<file path="src/rtl/utu_pkg.sv">
// Shared types, constants and helpers of the UTF-8 to UTF-16 transcoder.
package utu_pkg;

  typedef struct packed {
    logic       action;
    logic [7:0] data_byte;
  } in_word_t;

  typedef struct packed {
    logic [15:0] code_unit;
    logic        last;
  } out_word_t;

  typedef struct packed {
    logic        pre_repl;
    logic        has_cp;
    logic [20:0] cp;
  } cmd_t;

  localparam logic        ActData      = 1'b0;
  localparam logic        ActEnd       = 1'b1;
  localparam logic [7:0]  ContMask     = 8'hC0;
  localparam logic [7:0]  ContTag      = 8'h80;
  localparam logic [7:0]  LeadLow      = 8'hC2;
  localparam logic [7:0]  LeadHigh     = 8'hF4;
  localparam logic [7:0]  Lead3Start   = 8'hE0;
  localparam logic [7:0]  Lead4Start   = 8'hF0;
  localparam logic [7:0]  LeadPayload  = 8'h7F;
  localparam logic [20:0] MaxPoint     = 21'h10FFFF;
  localparam logic [20:0] SurrLow      = 21'h00D800;
  localparam logic [20:0] SurrHigh     = 21'h00DFFF;
  localparam logic [20:0] SuppStart    = 21'h010000;
  localparam logic [20:0] Replacement  = 21'h00FFFD;
  localparam logic [15:0] HighSurrBase = 16'hD800;
  localparam logic [15:0] LowSurrBase  = 16'hDC00;

  function automatic logic [20:0] min_point(input logic [1:0] len);
    logic [20:0] r;
    unique case (len)
      2'd1:    r = 21'h000080;
      2'd2:    r = 21'h000800;
      2'd3:    r = 21'h010000;
      default: r = 21'h000000;
    endcase
    return r;
  endfunction

endpackage

</file>
<file path="src/rtl/utu_front.sv">
// Front end: accepts bytes, tracks the open sequence and issues unit commands.
module utu_front (
  input  logic            clk_i,
  input  logic            rst_ni,
  input  logic            in_valid_i,
  input  utu_pkg::in_word_t in_word_i,
  output logic            cmd_valid_o,
  output utu_pkg::cmd_t   cmd_o
);

  logic [1:0]  pending_q, pending_d;
  logic [1:0]  len_q, len_d;
  logic [20:0] acc_q, acc_d;

  logic [7:0]  b;
  logic        is_cont;
  logic        is_ascii;
  logic        is_lead;
  logic [1:0]  need;
  logic [20:0] acc_next;
  logic        cp_bad;

  always_comb begin
    b        = in_word_i.data_byte;
    is_cont  = (b & utu_pkg::ContMask) == utu_pkg::ContTag;
    is_ascii = !b[7];
    is_lead  = (b >= utu_pkg::LeadLow) && (b <= utu_pkg::LeadHigh);
    if (b < utu_pkg::Lead3Start) begin
      need = 2'd1;
    end else if (b < utu_pkg::Lead4Start) begin
      need = 2'd2;
    end else begin
      need = 2'd3;
    end
    acc_next = {acc_q[14:0], b[5:0]};
    cp_bad   = (acc_next < utu_pkg::min_point(len_q)) || (acc_next > utu_pkg::MaxPoint) ||
               ((acc_next >= utu_pkg::SurrLow) && (acc_next <= utu_pkg::SurrHigh));
  end

  always_comb begin
    pending_d   = pending_q;
    len_d       = len_q;
    acc_d       = acc_q;
    cmd_valid_o = 1'b0;
    cmd_o       = '0;
    if (in_valid_i) begin
      if (in_word_i.action == utu_pkg::ActEnd) begin
        if (pending_q != 2'd0) begin
          pending_d   = 2'd0;
          cmd_valid_o = 1'b1;
          cmd_o.has_cp = 1'b1;
          cmd_o.cp     = utu_pkg::Replacement;
        end
      end else if ((pending_q != 2'd0) && is_cont) begin
        acc_d     = acc_next;
        pending_d = pending_q - 2'd1;
        if (pending_q == 2'd1) begin
          cmd_valid_o  = 1'b1;
          cmd_o.has_cp = 1'b1;
          cmd_o.cp     = cp_bad ? utu_pkg::Replacement : acc_next;
        end
      end else begin
        // A sequence cut short by a fresh byte yields a replacement first.
        cmd_o.pre_repl = pending_q != 2'd0;
        pending_d      = 2'd0;
        if (is_ascii) begin
          cmd_o.has_cp = 1'b1;
          cmd_o.cp     = {13'd0, b};
        end else if (is_lead) begin
          pending_d = need;
          len_d     = need;
          acc_d     = {13'd0, b & (utu_pkg::LeadPayload >> need)};
        end else begin
          cmd_o.has_cp = 1'b1;
          cmd_o.cp     = utu_pkg::Replacement;
        end
        cmd_valid_o = cmd_o.pre_repl || cmd_o.has_cp;
      end
    end
  end

  always_ff @(posedge clk_i or negedge rst_ni) begin
    if (!rst_ni) begin
      pending_q <= 2'd0;
      len_q     <= 2'd0;
      acc_q     <= '0;
    end else begin
      pending_q <= pending_d;
      len_q     <= len_d;
      acc_q     <= acc_d;
    end
  end

endmodule

</file>
<file path="src/rtl/utu_fifo.sv">
// Command queue between the front end and the unit sequencer.
module utu_fifo #(
  parameter int unsigned Depth = 4
) (
  input  logic          clk_i,
  input  logic          rst_ni,
  input  logic          wr_i,
  input  utu_pkg::cmd_t wdata_i,
  input  logic          rd_i,
  output utu_pkg::cmd_t rdata_o,
  output logic          full_o,
  output logic          empty_o
);

  localparam int unsigned AW = (Depth > 1) ? $clog2(Depth) : 1;
  localparam int unsigned CW = $clog2(Depth + 1);
  localparam logic [AW-1:0] LastIdx = AW'(Depth - 1);

  utu_pkg::cmd_t mem_q [Depth];
  logic [AW-1:0] wptr_q, rptr_q;
  logic [CW-1:0] count_q;
  logic          do_wr, do_rd;

  assign full_o  = count_q == CW'(Depth);
  assign empty_o = count_q == '0;
  assign do_wr   = wr_i && !full_o;
  assign do_rd   = rd_i && !empty_o;
  assign rdata_o = mem_q[rptr_q];

  always_ff @(posedge clk_i) begin
    if (do_wr) begin
      mem_q[wptr_q] <= wdata_i;
    end
  end

  always_ff @(posedge clk_i or negedge rst_ni) begin
    if (!rst_ni) begin
      wptr_q  <= '0;
      rptr_q  <= '0;
      count_q <= '0;
    end else begin
      if (do_wr) begin
        wptr_q <= (wptr_q == LastIdx) ? '0 : wptr_q + 1'b1;
      end
      if (do_rd) begin
        rptr_q <= (rptr_q == LastIdx) ? '0 : rptr_q + 1'b1;
      end
      count_q <= count_q + CW'(do_wr) - CW'(do_rd);
    end
  end

`ifndef SYNTHESIS
  a_no_write_when_full : assert property (@(posedge clk_i) disable iff (!rst_ni)
    !(wr_i && full_o)) else $error("command written into a full queue");
  a_no_read_when_empty : assert property (@(posedge clk_i) disable iff (!rst_ni)
    !(rd_i && empty_o)) else $error("command read from an empty queue");
  a_count_in_range : assert property (@(posedge clk_i) disable iff (!rst_ni)
    count_q <= CW'(Depth)) else $error("queue count out of range");
`endif

endmodule

</file>
<file path="src/rtl/utu_back.sv">
// Back end: expands each command into UTF-16 words in an output register.
module utu_back (
  input  logic              clk_i,
  input  logic              rst_ni,
  input  logic              cmd_valid_i,
  input  utu_pkg::cmd_t     cmd_i,
  output logic              cmd_pop_o,
  input  logic              pop_i,
  output logic              out_valid_o,
  output utu_pkg::out_word_t out_word_o
);

  logic [1:0]  idx_q;
  logic        out_valid_q;
  utu_pkg::out_word_t out_q;

  logic        big;
  logic [1:0]  n_cp;
  logic [1:0]  total;
  logic [1:0]  j;
  logic [19:0] v;
  logic        unit_last;
  logic [15:0] unit;
  logic        load;
  logic        fire;

  always_comb begin
    big   = cmd_i.cp >= utu_pkg::SuppStart;
    n_cp  = cmd_i.has_cp ? (big ? 2'd2 : 2'd1) : 2'd0;
    total = {1'b0, cmd_i.pre_repl} + n_cp;
    j     = idx_q - {1'b0, cmd_i.pre_repl};
    v     = 20'(cmd_i.cp - utu_pkg::SuppStart);
    unit_last = idx_q == (total - 2'd1);
    if (cmd_i.pre_repl && (idx_q == 2'd0)) begin
      unit = utu_pkg::Replacement[15:0];
    end else if (big) begin
      unit = (j == 2'd0) ? (utu_pkg::HighSurrBase | {6'd0, v[19:10]})
                         : (utu_pkg::LowSurrBase | {6'd0, v[9:0]});
    end else begin
      unit = cmd_i.cp[15:0];
    end
  end

  assign load        = !out_valid_q || pop_i;
  assign fire        = cmd_valid_i && load;
  assign cmd_pop_o   = fire && unit_last;
  assign out_valid_o = out_valid_q;
  assign out_word_o  = out_q;

  always_ff @(posedge clk_i or negedge rst_ni) begin
    if (!rst_ni) begin
      idx_q       <= 2'd0;
      out_valid_q <= 1'b0;
    end else begin
      if (load) begin
        out_valid_q <= cmd_valid_i;
      end
      if (fire) begin
        idx_q <= unit_last ? 2'd0 : idx_q + 2'd1;
      end
    end
  end

  always_ff @(posedge clk_i) begin
    if (fire) begin
      out_q.code_unit <= unit;
      out_q.last      <= unit_last;
    end
  end

`ifndef SYNTHESIS
  a_idx_in_range : assert property (@(posedge clk_i) disable iff (!rst_ni)
    cmd_valid_i |-> (idx_q < total)) else $error("word index beyond command length");
  a_idx_zero_idle : assert property (@(posedge clk_i) disable iff (!rst_ni)
    !cmd_valid_i |-> (idx_q == 2'd0)) else $error("word index left over without command");
  a_not_last_kind : assert property (@(posedge clk_i) disable iff (!rst_ni)
    (out_valid_q && !out_q.last) |->
      ((out_q.code_unit == utu_pkg::Replacement[15:0]) ||
       ((out_q.code_unit >= utu_pkg::HighSurrBase) && (out_q.code_unit < utu_pkg::LowSurrBase))))
    else $error("non-final word is neither replacement nor high surrogate");
`endif

endmodule

</file>
<file path="src/rtl/utf8_to_utf16_transcoder.sv">
// Top level of the UTF-8 to UTF-16 transcoder.
//
// Input side: one word per accepted push carries a UTF-8 byte or an end of
// stream marker; a word is taken at a clock edge with push high and full low.
// Output side: UTF-16 code units leave in order; the oldest one is shown while
// empty is low and is taken at an edge with pop high. The last flag marks the
// final code unit caused by one input word.
// A byte is accepted every cycle while the command queue has room. A command
// written to the queue moves its first code unit into the output register,
// and empty falls once that register holds it. The unit sequencer issues one
// code unit per cycle while the output register is free or popped, so a byte
// yielding a surrogate pair or a replacement plus a new unit occupies it for
// both units; the command queue of QueueDepth entries absorbs those bursts.
// Reset clears the open sequence, the queue and the output register.
// When the receiver stalls, the output register holds its word, the queue
// fills, and full rises to hold off further bytes.
module utf8_to_utf16_transcoder #(
  parameter int unsigned QueueDepth = 4
) (
  input  logic                clk_i,
  input  logic                rst_ni,
  input  logic                push,
  output logic                full,
  input  utu_pkg::in_word_t   in_word_i,
  output logic                empty,
  input  logic                pop,
  output utu_pkg::out_word_t  out_word_o
);

  logic          cmd_wr;
  utu_pkg::cmd_t cmd_w;
  utu_pkg::cmd_t cmd_r;
  logic          cmd_empty;
  logic          cmd_pop;
  logic          out_valid;

  utu_front u_front (
    .clk_i       (clk_i),
    .rst_ni      (rst_ni),
    .in_valid_i  (push && !full),
    .in_word_i   (in_word_i),
    .cmd_valid_o (cmd_wr),
    .cmd_o       (cmd_w)
  );

  utu_fifo #(
    .Depth (QueueDepth)
  ) u_fifo (
    .clk_i   (clk_i),
    .rst_ni  (rst_ni),
    .wr_i    (cmd_wr),
    .wdata_i (cmd_w),
    .rd_i    (cmd_pop),
    .rdata_o (cmd_r),
    .full_o  (full),
    .empty_o (cmd_empty)
  );

  utu_back u_back (
    .clk_i       (clk_i),
    .rst_ni      (rst_ni),
    .cmd_valid_i (!cmd_empty),
    .cmd_i       (cmd_r),
    .cmd_pop_o   (cmd_pop),
    .pop_i       (pop),
    .out_valid_o (out_valid),
    .out_word_o  (out_word_o)
  );

  assign empty = !out_valid;

endmodule
</file>
<file path="config.mk">
export PLATFORM = sky130hd
export DESIGN_NAME = utf8_to_utf16_transcoder
export DESIGN_NICKNAME = d
export VERILOG_FILES = /design/src/rtl/utu_pkg.sv /design/src/rtl/utu_front.sv /design/src/rtl/utu_fifo.sv /design/src/rtl/utu_back.sv /design/src/rtl/utf8_to_utf16_transcoder.sv
export SDC_FILE = /design/constraint.sdc
export NUM_CORES = 1
export LEC_CHECK = 0
export BUFFER_PORTS_ARGS = -buffer_cell sky130_fd_sc_hd__buf_2
export CAP_MARGIN = 20
export CORE_ASPECT_RATIO = 1.25
export CORE_MARGIN = 5
export CORE_UTILIZATION = 25
export DETAILED_ROUTE_END_ITERATION = 6
export PLACE_DENSITY = 0.44
export SETUP_SLACK_MARGIN = 0.2
export SLEW_MARGIN = 20
export SYNTH_ARGS = -nofsm -noshare
export SYNTH_HDL_FRONTEND = slang
export SYNTH_SLANG_ARGS = --single-unit
</file>
<file path="constraint.sdc">
create_clock -name clk_i -period 4.5 [get_ports clk_i]
set_input_delay 0.225 -clock clk_i [delete_from_list [all_inputs] [get_ports clk_i]]
set_output_delay 0.225 -clock clk_i [all_outputs]
set_load 0.05 [all_outputs]
</file>
==> results.sh <==
export IMPL_cap_violations=0
export IMPL_ant_nets=0
export IMPL_power_share_clock_pct=24.8
export IMPL_cts_buffers=17
export IMPL_syn_inst=403
export IMPL_utilization_pct=31.0
export IMPL_swShare_pct=35.6
export IMPL_synth_fp_nets=432
export IMPL_fin_skew_ps=6.88
export IMPL_clk_pin_slew_ps=60
export IMPL_nets=495
export IMPL_report_final_slew_viol_count=0
export IMPL_grt_overflow=0
export IMPL_gp_congestion=0.761
export IMPL_timing_slew_headroom_pct=38.1
export IMPL_cp_end_kind="register"
export IMPL_synth_area_sq_um=6100
export IMPL_clock_latency_ps=410
export IMPL_yosys_warnings=0
export IMPL_synth_top_cell_by_area="edfxtp_1"
export IMPL_yosysTopAreaCellShare_pct=53.7
export IMPL_worst_r2r_cell_count=19
export IMPL_arrival_ps=4420
export IMPL_synth_cell_types=48
export IMPL_die_y_microns=185
export IMPL_hold_path_class="in -> reg"
export IMPL_n_antenna_cell=0
export IMPL_timing_setup_tns_ps=0
export IMPL_initial_core_util_pct=25.1
export IMPL_yosys_most_used_dff="edfxtp_1"
export IMPL_crit_fanout=5
export IMPL_holdCritStartpoint="in_word_i[0]"
export IMPL_required_ps=4790
export IMPL_p_comb_share_pct=39.5
export IMPL_rsz0062_at_grt="no"
export IMPL_status="finished, final reports clean"
export IMPL_cp_num_buf_inv=5
export IMPL_hold_viol_final=0
export IMPL_startpoint_type="register"
export IMPL_holdPathEnd="u_front.acc_q[0]"
export IMPL_synth_edf_count=109
export IMPL_wire_per_inst_microns=16.6
export IMPL_power_density_nw_per_um2=694
export IMPL_r2r_slack_ps=370
export IMPL_min_period_ps=4130
export IMPL_route_detailed_drc=0
export IMPL_drtIter0Drc=118
export IMPL_dieArea_sq_um=27600
export IMPL_row_count=64
export IMPL_fmax_ghz=0.242
export IMPL_synth_area_leaders="edfxtp_1 (54%), dfrtp_1 (12%), mux4_2 (8.5%)"
export IMPL_reg2reg_from="u_fifo.rptr_q[0]"
export IMPL_power_switching_mw=1.86
export IMPL_finalCritPeriodShare_pct=91.8
export IMPL_cp_cell_sequence="clkbuf_16, mux4_2, nor4_4, buf_4, nand4b_1, o21ai_4, inv_2, nand2_2, ha_4, xor2_2, nand3_1, or3_4, o311ai_4, nand2_4, inv_2, ha_1, inv_2, ha_4, fa_2"
export IMPL_worst_pin_slew_ps=929
export IMPL_cp_common_cell="inv_2"
export IMPL_async_flop_share_pct=21.0
export IMPL_htreeDepth=4
export IMPL_cts_root_buf="clkbuf_16"
export IMPL_dr_pass1_iters=4
export IMPL_r2r_end="u_fifo.count_q[1]"
export IMPL_hpwlAfterDp_mm=9.29
export IMPL_hold_slack_ps=98.3
export IMPL_grt_pass1_wl_mm=21.0
export IMPL_crit_family="simple AND/OR/NAND/NOR gates"
export IMPL_cts_sinks=138
export IMPL_critical_path_slowest_cell="mux4_2"
export IMPL_grt_max_degree=30
export IMPL_tritoncts="built"
export IMPL_fp_dieW_microns=150
export IMPL_core_area_sq_um=24300
export IMPL_syn_mean_instance_area_sq_um=15.1
export IMPL_vias_per_cell=4.38
export IMPL_syn2layout_area_growth_pct=23.2
export IMPL_internal_power_mw=3.36
export IMPL_cp_depth=19
export IMPL_clk_path_buf_depth=2
export IMPL_peakVddDrop_mv=0.255
export IMPL_io_pins=32
export IMPL_setup_violations=0
export IMPL_seq_power_share_pct=35.7
export IMPL_antenna_found_initial=0
export IMPL_ys_seq_elements=138
export IMPL_grt_pass1_vias=3728
export IMPL_groute_usage_overall_pct=10.1
export IMPL_routed_wl_mm=13.4
export IMPL_vias=3547
export IMPL_crit_type="reg -> reg"
export IMPL_leakagePower_nw=2.78
export IMPL_io_buffer_count=31
export IMPL_drive_above_1_share_pct=29.2
export IMPL_slowest_delay_ps=560
export IMPL_whs_path_depth=2
export IMPL_yosysSeqAreaShare_pct=65.6
## cells in the final DEF, fill, tap and decap left out, types with 13 or more instances in the layout
cell type	netlist	layout
edfxtp_1	109	109
nand2_1	33	32
buf_2	2	31
dfrtp_1	29	28
nor2_1	26	26
mux4_2	23	23
buf_4	0	21
inv_1	21	18
clkbuf_16	0	18
a21oi_1	14	14
ha_1	15	13
## layout make-up
cell class                      instances  area, sq um
Clock inverter                         13          123
Timing Repair Buffer                   58          419
Fill cell                            2396        16700
Tap cell                              330          413
Multi-Input combinational cell        230         2050
Clock buffer                           19          433
Sequential cell                       138         4000
Inverter                               21         78.8
## sequential cells by signal, indices dropped and copies added (netlist names)
name and flops:
u_fifo.rptr_q 2, u_back.idx_q 2, u_front.acc_q 15, u_front.len_q 2, u_back.out_valid_o 1, u_back.out_word_o 17
u_fifo.mem_q 92, u_fifo.wptr_q 2, u_fifo.count_q 3, u_front.pending_q 2
## how the worst max path moves through the flow
stage,slack (ps),startpoint,to
6_report,370,u_fifo.rptr_q[0],u_fifo.count_q[1]
4_1_cts,210,u_fifo.rptr_q[0],u_fifo.count_q[2]
5_1_grt,190,u_fifo.rptr_q[0],u_fifo.count_q[1]
3_3_place_gp,130,u_fifo.rptr_q[0],u_fifo.count_q[2]
3_5_place_dp,70,u_fifo.rptr_q[0],u_fifo.count_q[2]
2_1_floorplan,230,u_fifo.rptr_q[0],u_fifo.count_q[2]
## per-stage QoR
stage | cells | cell area [sq um] | setup slack (ps) | power (mW)
4_1_cts | 801 | 7360 | 207 | 5.15
5_1_grt | 809 | 7510 | 189 | 5.54
3_5_place_dp | 765 | 6740 | 72.5 | 3.79
6_report | 809 | 7510 | 369 | 5.21
3_3_place_gp | 765 | 6740 | 127 | 3.75
2_1_floorplan | 403 | 6110 | 229 | 3.24
## power groups by stage
stage / registers, mW / logic, mW / clock network [mW]
finish: 1.86 / 2.06 / 1.29
global route: 1.89 / 2.26 / 1.39
CTS: 1.86 / 1.96 / 1.33
detailed placement: 1.88 / 1.91 / 0
global placement: 1.88 / 1.88 / 0
floorplan: 2.07 / 1.17 / 0
## cells in the mapped netlist, types with 2 or more instances
cell and number:
a21o_1 2, a21oi_1 14, a22o_1 9, a31oi_1 3, and2_1 8, and3_1 3, buf_2 2, buf_6 2
clkbuf_1 10, dfrtp_1 29, edfxtp_1 109, ha_1 15, inv_1 21, mux2_2 6, mux2_4 2, mux2i_1 8
mux4_2 23, nand2_1 33, nand2b_1 6, nand3_1 5, nor2_1 26, nor2b_1 2, nor4_1 7, o211ai_1 4
o21a_1 10, o21ai_0 9, o22ai_1 2, or3_1 7, or4_1 2, xnor2_1 3, xor2_1 4
## layer usage
metal	wire length [microns]	global-route usage, %	vias up	share of wire, %
met2	6980	17.5	75	52
li1	-	-	1651	-
met1	5740	12.2	1806	43
met5	0	0	-	0
met4	216	3.41	0	1.6
met3	487	2.71	15	3.6
## cell families after synthesis
| group | after synthesis | synth area share (%) |
|---|---|---|
| adder cells (fa/ha/maj) | 16 | 3.41 |
| AO/OA/AOI/OAI | 61 | 7.16 |
| multiplexers | 39 | 11.4 |
| AND/OR/NAND/NOR | 107 | 9.03 |
| flip-flops | 138 | 65.6 |
| buffers and inverters | 35 | 2.44 |
| XOR/XNOR | 7 | 1.01 |
## what timing repair did
| item | in CTS | in global routing |
|---|---|---|
| resized for setup | 2 | 16 |
| setup buffers | 3 | 7 |
| hold buffers | 1 | 0 |
| hold endpoints to repair | 29 | 0 |
| pin swaps | 0 | 9 |
| gates cloned | 0 | 1 |
| setup endpoints to repair | 2 | 2 |
No activity file was read; power rests on OpenSTA's default activity.
